File: src/sv/prs_pkg.sv
// types, codes and compare function for the partial rank sorter
// no dependencies
`default_nettype none

package prs_pkg;

    localparam int KEY_W  = 64;
    localparam int TAG_W  = 16;
    localparam int RANK_W = 6;
    localparam int CFG_W  = 6;

    typedef logic [1:0] t_cfg_idx;

    localparam t_cfg_idx CFG_KEY_SEL    = 2'd0;
    localparam t_cfg_idx CFG_RANK_FIRST = 2'd1;
    localparam t_cfg_idx CFG_RANK_LAST  = 2'd2;

    typedef enum logic [1:0] {
        KEY_IN    = 2'd0,
        KEY_OUT   = 2'd1,
        KEY_TOTAL = 2'd2,
        KEY_SEEN  = 2'd3
    } t_key_sel;

    typedef enum logic [1:0] {
        ST_LOAD,
        ST_SORT,
        ST_EMIT
    } t_state;

    typedef struct packed {
        logic load;
        logic sort;
        logic odd;
        logic shift;
        logic sgn;
    } t_cell_ctl;

    // true if key a ranks strictly above key b
    function automatic logic above(input logic [KEY_W-1:0] a, input logic [KEY_W-1:0] b,
                                   input logic sgn);
        logic res;
        if (sgn) begin
            res = $signed(a) > $signed(b);
        end else begin
            res = a > b;
        end
        return res;
    endfunction

endpackage

`default_nettype wire

File: src/sv/prs_cell.sv
// one cell of the sorting chain: holds one key and tag, loads, swaps or shifts
// depends on prs_pkg
`default_nettype none

module prs_cell #(
    parameter int IDX      = 0,
    parameter int DEPTH    = 64,
    parameter int TAG_BITS = 16
) (
    input  wire                              i_clk,
    input  prs_pkg::t_cell_ctl               i_ctl,
    input  wire  [$clog2(DEPTH+1)-1:0]       i_fill,
    input  wire  [$clog2(DEPTH+1)-1:0]       i_n,
    input  wire  [prs_pkg::KEY_W-1:0]        i_load_key,
    input  wire  [TAG_BITS-1:0]              i_load_tag,
    input  wire  [prs_pkg::KEY_W-1:0]        i_left_key,
    input  wire  [TAG_BITS-1:0]              i_left_tag,
    input  wire  [prs_pkg::KEY_W-1:0]        i_right_key,
    input  wire  [TAG_BITS-1:0]              i_right_tag,
    input  wire                              i_swap_right,
    output logic [prs_pkg::KEY_W-1:0]        o_key,
    output logic [TAG_BITS-1:0]              o_tag,
    output logic                             o_swap_left
);
    import prs_pkg::*;

    localparam int CNT_W = $clog2(DEPTH+1);
    localparam logic PAR = 1'((IDX + 1) % 2);
    localparam logic HAS_LEFT = (IDX != 0);

    logic [KEY_W-1:0]    r_key, n_key;
    logic [TAG_BITS-1:0] r_tag, n_tag;
    logic                w_load_me;

    assign w_load_me   = i_ctl.load && (i_fill == CNT_W'(IDX));
    assign o_swap_left = HAS_LEFT && i_ctl.sort && (i_ctl.odd == PAR) &&
                         (CNT_W'(IDX) < i_n) && above(r_key, i_left_key, i_ctl.sgn);

    always_comb begin
        n_key = r_key;
        n_tag = r_tag;
        if (w_load_me) begin
            n_key = i_load_key;
            n_tag = i_load_tag;
        end else if (o_swap_left) begin
            n_key = i_left_key;
            n_tag = i_left_tag;
        end else if (i_swap_right || i_ctl.shift) begin
            n_key = i_right_key;
            n_tag = i_right_tag;
        end
    end

    always_ff @(posedge i_clk) begin
        r_key <= n_key;
        r_tag <= n_tag;
    end

    assign o_key = r_key;
    assign o_tag = r_tag;

endmodule

`default_nettype wire

File: config.mk
export PLATFORM = sky130hd
export DESIGN_NAME = prs_cell
export DESIGN_NICKNAME = d
export VERILOG_FILES = /design/src/sv/prs_pkg.sv /design/src/sv/prs_cell.sv
export SDC_FILE = /design/constraint.sdc
export NUM_CORES = 1
export LEC_CHECK = 0
export BUFFER_PORTS_ARGS = -buffer_cell sky130_fd_sc_hd__clkbuf_2
export CAP_MARGIN = 25
export CORE_AREA = 2 2 134 136
export CTS_CLUSTER_SIZE = 14
export DETAILED_ROUTE_END_ITERATION = 10
export DIE_AREA = 0 0 136 138
export PLACE_DENSITY_LB_ADDON = 0.05
export SETUP_SLACK_MARGIN = 0.4
export SLEW_MARGIN = 20
export SYNTH_ARGS = -nofsm -noshare
export SYNTH_HDL_FRONTEND = slang
export SYNTH_SLANG_ARGS = --single-unit
File: constraint.sdc
create_clock -name i_clk -period 3.18 [get_ports i_clk]
set_clock_uncertainty 0.15 [all_clocks]
set_input_delay 0.477 -clock i_clk [delete_from_list [all_inputs] [get_ports i_clk]]
set_output_delay 0.477 -clock i_clk [all_outputs]
set_load 0.02 [all_outputs]
==> metrics.md, run 1 <==
| Metric | Value |
|---|---|
| Net switching fraction of the power | `24.5%` |
| Compound-Gate Fraction of Synth Area | `0%` |
| Startpoint types | `input port` |
| Tot Pwr | `2.71 mW` |
| Worst EP required | `3.11 ns` |
| Starting density of the core | `20.0%` |
| Final WL | `9890 um` |
| Antenna Cells | `0` |
| Minimum clock period | `1.87 ns` |
| Routed vias | `2498` |
| Largest family of logic cells by synthesized area | `multiplexers` |
| First-pass GRT wire length | `14400 um` |
| Leak | `2.44 nW` |
| Max Root-Sink Buffers | `2` |
| Die area | `18800 um^2` |
| Cell Area, Synth | `3500 um^2` |
| Combinational cell fraction of total power | `15.4%` |
| Post-synth top area cell | `edfxtp_1` |
| RSZ-0062 raised after global routing | `false` |
| Most common cell in the netlist | `edfxtp_1` |
| Sequential area share after synthesis | `68.6%` |
| Synthesis Warnings | `0` |
| Iter 0 DRT Violations | `57` |
| Die Width | `136 um` |
| Max Transition Viols Final | `0` |
| Synth cell types | `11` |
| Crit end category | `flip-flop` |
| Final HPWL DP | `7620 um` |
| Peak Freq | `536 MHz` |
| Row count | `49` |
| DRC | `0` |
| Area after DPL | `5000 um^2` |
| Total CTS buffers | `9` |
| Detail-routed net length per standard cell | `14.9 um` |
| Adder-cell share of the synthesized area | `0%` |
| Buffer count from post-CTS setup fixing | `0` |
| Post-synth EDFFs | `80` |
| Metal2 WL | `5010 um` |
| Core area | `17500 um^2` |
| Gr ovfl total | `0` |
| TritonRoute pass-1 iters | `3` |
| Length of routed wiring on met1 | `3820 um` |
| All-layer global routing usage | `10.5%` |
| Non-Filler Instances | `663` |
| Switch Pwr | `0.664 mW` |
| Pin count of the biggest net entering global routing | `49` |
| Asr flop ratio synth | `0%` |
| Cells after Synth | `175` |
| CTS tree | `yes` |
| Clk pin slew, worst setup/hold paths | `0.06 ns` |
| Syn avg cell area | `20.0 um^2` |
| Fin. Hold Viols | `0` |
| Tightest Pin Transition | `0.694 ns` |
| CTS resizes | `0` |
| Ports | `342` |
| Routability cong. | `0.766` |
| Max rail drop VDD | `0.241 mV` |
| Yosys top cell area share | `68.6%` |
| Clock sinks | `80` |
| Slew headroom | `53.7%` |
| Final Cell Area | `5280 um^2` |
| Post-Synth XOR/XNOR Area | `0%` |
| Nets | `692` |
| Synth Area in Simple Gates | `1.82%` |
| Post-route setup TNS | `0 ns` |
| Synth Flop Type | `edfxtp_1` |
| IO Port Bufs | `250` |
| Status | `finished, final reports clean` |
| Most instantiated cells after synthesis | `edfxtp_1, mux2_2, mux2_4, buf_6` |
| Fraction of layout cells with a size suffix above 1 | `80.9%` |
| Hold buffers post-CTS | `0` |
| Die Y | `138 um` |
| Final Util | `30.1%` |
| Vias in the first global route | `2592` |
| Clock power share | `36.9%` |
| CP arrival | `1.80 ns` |
| DR vias/cell | `3.77` |
| Initial antenna violation count | `0` |
| Max Cap Viol | `0` |
| Root Buffer Master | `clkbuf_16` |
| Filler cells | `1869` |
| ANT nets after route | `0` |
| Met3 WL post-DR | `899 um` |
| Int Power | `2.05 mW` |
| Highest metal layer with signal wires | `met4` |
| Worst setup path category | `in -> reg` |
| Worst min path class | `in -> reg` |
| Setup Viol. Count Final | `0` |
| Synth area leaders | `edfxtp_1, mux2_2, mux2_4` |
| Mux cell area share after synthesis | `26.7%` |
| Final Cycle Share | `58.7%` |
| Placed insts | `649` |
| Area grow syn2layout | `50.8%` |
| Critical Path Fanout Max | `48` |
| Synthesized flop and latch total | `80` |
| Share of power burned in registers | `47.7%` |
| Power Density | `514 nW/um^2` |
| H-Tree Depth | `3` |
| Syn nets | `436` |
[per-stage QoR]
stage / setup WS, ns / hold slack (ns)
after global placement: 0.932 / 0.629
after floorplan: 0.548 / 0.544
after CTS: 1.30 / 0.267
final: 1.31 / 0.288
after detailed placement: 0.928 / 0.632
after global routing: 1.26 / 0.270
[cell families (layout without fill, tap and decap cells)]
family                 after synthesis  in the layout
buffers and inverters                9            268
other                                1              1
muxes                               80             80
DFF                                 80             80
and+or+nand+nor                      5              5
[sequential cells by signal, indices dropped and copies added (netlist names)]
signal	cells
o_key	64
o_tag	16
[final cells by class]
cell class                 count  area (um^2)  area share, %
sequential                    80         2400           45.5
clock buffer                  10          229           4.34
multi-input combinational     86         1010           19.1
timing repair buffer         254         1310           24.7
clock inverter                 4         47.5          0.900
tap                          229          287           5.43
[per-layer routing]
metal  GRT usage, %  vias up
met1           11.7     1157
li1               -     1197
met4           3.95        0
met5              0        -
met3           3.89       11
met2           18.0      133
[power groups by stage]
stage | logic [mW] | clock network (mW) | registers [mW]
final | 0.418 | 1.00 | 1.29
after global routing | 0.449 | 1.10 | 1.30
after CTS | 0.427 | 1.05 | 1.30
after detailed placement | 0.426 | 0 | 1.32
after global placement | 0.431 | 0 | 1.31
after floorplan | 0.0713 | 0 | 1.45
[worst max-delay path, stage by stage]
cell and delay, ns:
clkbuf_2 0.08, nor4b_4 0.13, nand2_4 0.09, buf_4 0.55, mux2_2 0.42
[path summary, 6_finish.rpt]
kind,startpoint,to,slack (ns),cells past startpoint
setup / recovery,i_ctl[4],o_key[20]$_DFFE_PP_,1.31,5
hold / removal,i_load_tag[9],o_tag[9]$_DFFE_PP_,0.29,2
[layout by cell type, fill, tap and decap left out]
cell type	synthesis	routed
clkinv_2	0	2
nor4_4	1	1
edfxtp_1	80	80
clkbuf_16	0	9
mux2_2	71	71
buf_4	1	2
buf_12	0	2
conb_1	1	1
mux2_4	9	9
clkinvlp_4	0	1
nor4b_4	1	1
nor2_1	1	1
bufinv_16	0	1
nand2_4	1	2
clkbuf_1	0	1
clkbuf_2	0	250
No activity file was read; power rests on OpenSTA's default activity.
==> run 2: changes to the inputs <==
--- a/config.mk
+++ b/config.mk
@@ -7,10 +7,10 @@
 export LEC_CHECK = 0
 export BUFFER_PORTS_ARGS = -buffer_cell sky130_fd_sc_hd__clkbuf_2
 export CAP_MARGIN = 25
-export CORE_AREA = 2 2 134 136
+export CORE_AREA = 2 2 132 134
 export CTS_CLUSTER_SIZE = 14
 export DETAILED_ROUTE_END_ITERATION = 10
-export DIE_AREA = 0 0 136 138
+export DIE_AREA = 0 0 134 136
 export PLACE_DENSITY_LB_ADDON = 0.05
 export SETUP_SLACK_MARGIN = 0.4
 export SLEW_MARGIN = 20
==> constraint.sdc (replaced) <==
create_clock -name i_clk -period 1.8 [get_ports i_clk]
set_clock_uncertainty 0.15 [all_clocks]
set_input_delay 0.27 -clock i_clk [delete_from_list [all_inputs] [get_ports i_clk]]
set_output_delay 0.27 -clock i_clk [all_outputs]
set_load 0.02 [all_outputs]
==> run 2 against run 1 <==
- die area shrank 2.9%
- wire length up 7.4%
- power increased by 77%
- via count up 2.6%
- sequential cell count did not move
- combinational power increased by 85%
- critical path type unchanged
- largest power group unchanged
- highest routed layer unchanged
==> metrics.md, run 2 (synthesis gave the netlist of run 1 again) <==
| Metric | Value |
|---|---|
| Most common cell after layout, fill and taps aside | `clkbuf_2 (unchanged)` |
| Fin. Hold Viols | `0 (unchanged)` |
| Die Width | `134 um (was 136 um)` |
| Max Cap Viol | `0 (unchanged)` |
| Final Cell Area | `5520 um^2 (was 5280 um^2)` |
| Area after DPL | `5120 um^2 (was 5000 um^2)` |
| Hold buffers post-CTS | `0 (unchanged)` |
| Max rail drop VDD | `0.406 mV (was 0.241 mV)` |
| Die Y | `136 um (was 138 um)` |
| Pin count of the biggest net entering global routing | `48 (was 49)` |
| Starting density of the core | `20.8% (was 20.0%)` |
| Vias in the first global route | `2655 (was 2592)` |
| Leak | `2.57 nW (was 2.44 nW)` |
| Row count | `48 (was 49)` |
| Worst Setup SP | `i_fill[3] (was i_ctl[4])` |
| Max Transition Viols Final | `0 (unchanged)` |
| Critical Path Fanout Max | `5 (was 48)` |
| Slack of the critical path | `0.324 ns (was 1.31 ns)` |
| Placed insts | `651 (was 649)` |
| Fraction of layout cells with a size suffix above 1 | `80.6% (was 80.9%)` |
| Minimum clock period | `1.48 ns` |
| DRC | `0 (unchanged)` |
| IO Port Bufs | `250 (unchanged)` |
| Hold path start | `i_right_key[7] (was i_load_tag[9])` |
| Largest stage delay, worst path | `0.32 ns (was 0.55 ns)` |
| Worst-path cell with the longest stage delay | `nor4_4 (was buf_4)` |
| Final WL | `10600 um (was 9890 um)` |
| Routed vias | `2562 (was 2498)` |
| Worst setup path category | `in -> reg (unchanged)` |
| ANT nets after route | `0 (unchanged)` |
| Ports | `342 (unchanged)` |
| Antenna Cells | `0 (unchanged)` |
| Die area | `18200 um^2 (was 18800 um^2)` |
| Clock sinks | `80 (unchanged)` |
| Status | `finished, final reports clean (unchanged)` |
| Tightest Pin Transition | `0.584 ns (was 0.694 ns)` |
| Non-Filler Instances | `673 (was 663)` |
| Final Util | `32.7% (was 30.1%)` |
| First-pass GRT wire length | `14500 um (was 14400 um)` |
| Filler cells | `1750 (was 1869)` |
| Crit-path cells | `buf_6, nor4_4, nand2_4, buf_12, clkbuf_16, mux2_2 (was clkbuf_2, nor4b_4, nand2_4, buf_4, mux2_2)` |
| Core area | `16900 um^2 (was 17500 um^2)` |
| Detail-routed net length per standard cell | `15.8 um (was 14.9 um)` |
| Startpoint types | `input port (unchanged)` |
| Setup WS pre-CTS | `-0.0861 ns (was 0.928 ns)` |
| Worst min path class | `in -> reg (unchanged)` |
| Gr ovfl total | `0 (unchanged)` |
| DR vias/cell | `3.81 (was 3.77)` |
| Crit end category | `flip-flop (unchanged)` |
| Max Root-Sink Buffers | `2 (unchanged)` |
| RSZ-0062 raised after global routing | `true (was false)` |
| Post-route setup TNS | `0 ns (unchanged)` |
| Total CTS buffers | `9 (unchanged)` |
| CTS tree | `yes (unchanged)` |
| Area grow syn2layout | `57.7% (was 50.8%)` |
| CP arrival | `1.41 ns (was 1.80 ns)` |
| Peak Freq | `678 MHz` |
| H-Tree Depth | `3 (unchanged)` |
| Routability cong. | `0.722 (was 0.766)` |
| All-layer global routing usage | `10.8% (was 10.5%)` |
| Final Cycle Share | `82.0%` |
| Number of flip-flops in the largest register | `64 (unchanged)` |
| Final HPWL DP | `7690 um (was 7620 um)` |
| Power Density | `872 nW/um^2 (was 514 nW/um^2)` |
| Iter 0 DRT Violations | `41 (was 57)` |
| Slew headroom | `60.9% (was 53.7%)` |
| Initial antenna violation count | `0 (unchanged)` |
| Root Buffer Master | `clkbuf_16 (unchanged)` |
| TritonRoute pass-1 iters | `4 (was 3)` |
| Nets | `704 (was 692)` |
| Setup Viol. Count Final | `0 (unchanged)` |
| Worst EP required | `1.74 ns (was 3.11 ns)` |
| Clk pin slew, worst setup/hold paths | `0.06 ns (about the same)` |
| Commonest cells after routing, fill and taps aside | `clkbuf_2, edfxtp_1, mux2_2 (unchanged)` |
run 2: worst max-delay path, delay by kind of cell:
family | cells | cell delay [ns]
AND/OR/NAND/NOR | 2 | 0.46
buffers and inverters | 3 | 0.41
multiplexers | 1 | 0.27
run 2: worst paths after layout:
path	end	slack, ns	depth (start not counted)
max	o_key[20]$_DFFE_PP_	0.32	6
min	o_key[7]$_DFFE_PP_	0.08	2
run 2: metrics by stage:
stage          hold WS (ns)  power (mW)
2_1_floorplan         0.337        2.69
3_5_place_dp          0.426        3.10
4_1_cts              0.0568        4.91
5_1_grt              0.0637        5.04
3_3_place_gp          0.422        3.10
6_report             0.0776        4.81
run 2: metal layers:
layer	GRT usage [%]	vias to the layer above	part of all wire, %
met5	0	-	0
met4	3.96	0	1.4
met3	6.45	9	12
met2	17.7	148	49
met1	11.6	1179	38
li1	-	1226	-
run 2: repair_timing:
action,4_1_cts,5_1_grt
endpoints found under the setup margin,148,157
setup buffers,0,1
resized for setup,0,6
cloned,0,5
pin swaps,1,2
run 2: area by class of cell:
cell class	instances	area, um^2	share of cell area, %
multi-input combinational	87	1030	18.7
sequential	80	2400	43.5
clock inverter	6	50.0	0.906
clock buffer	10	229	4.14
tap	225	282	5.10
timing repair buffer	265	1530	27.7
run 2: power breakdown:
part | switching (mW) | internal, mW
sequential | 0.0432 | 2.24
clock | 0.703 | 1.05
combinational | 0.424 | 0.349
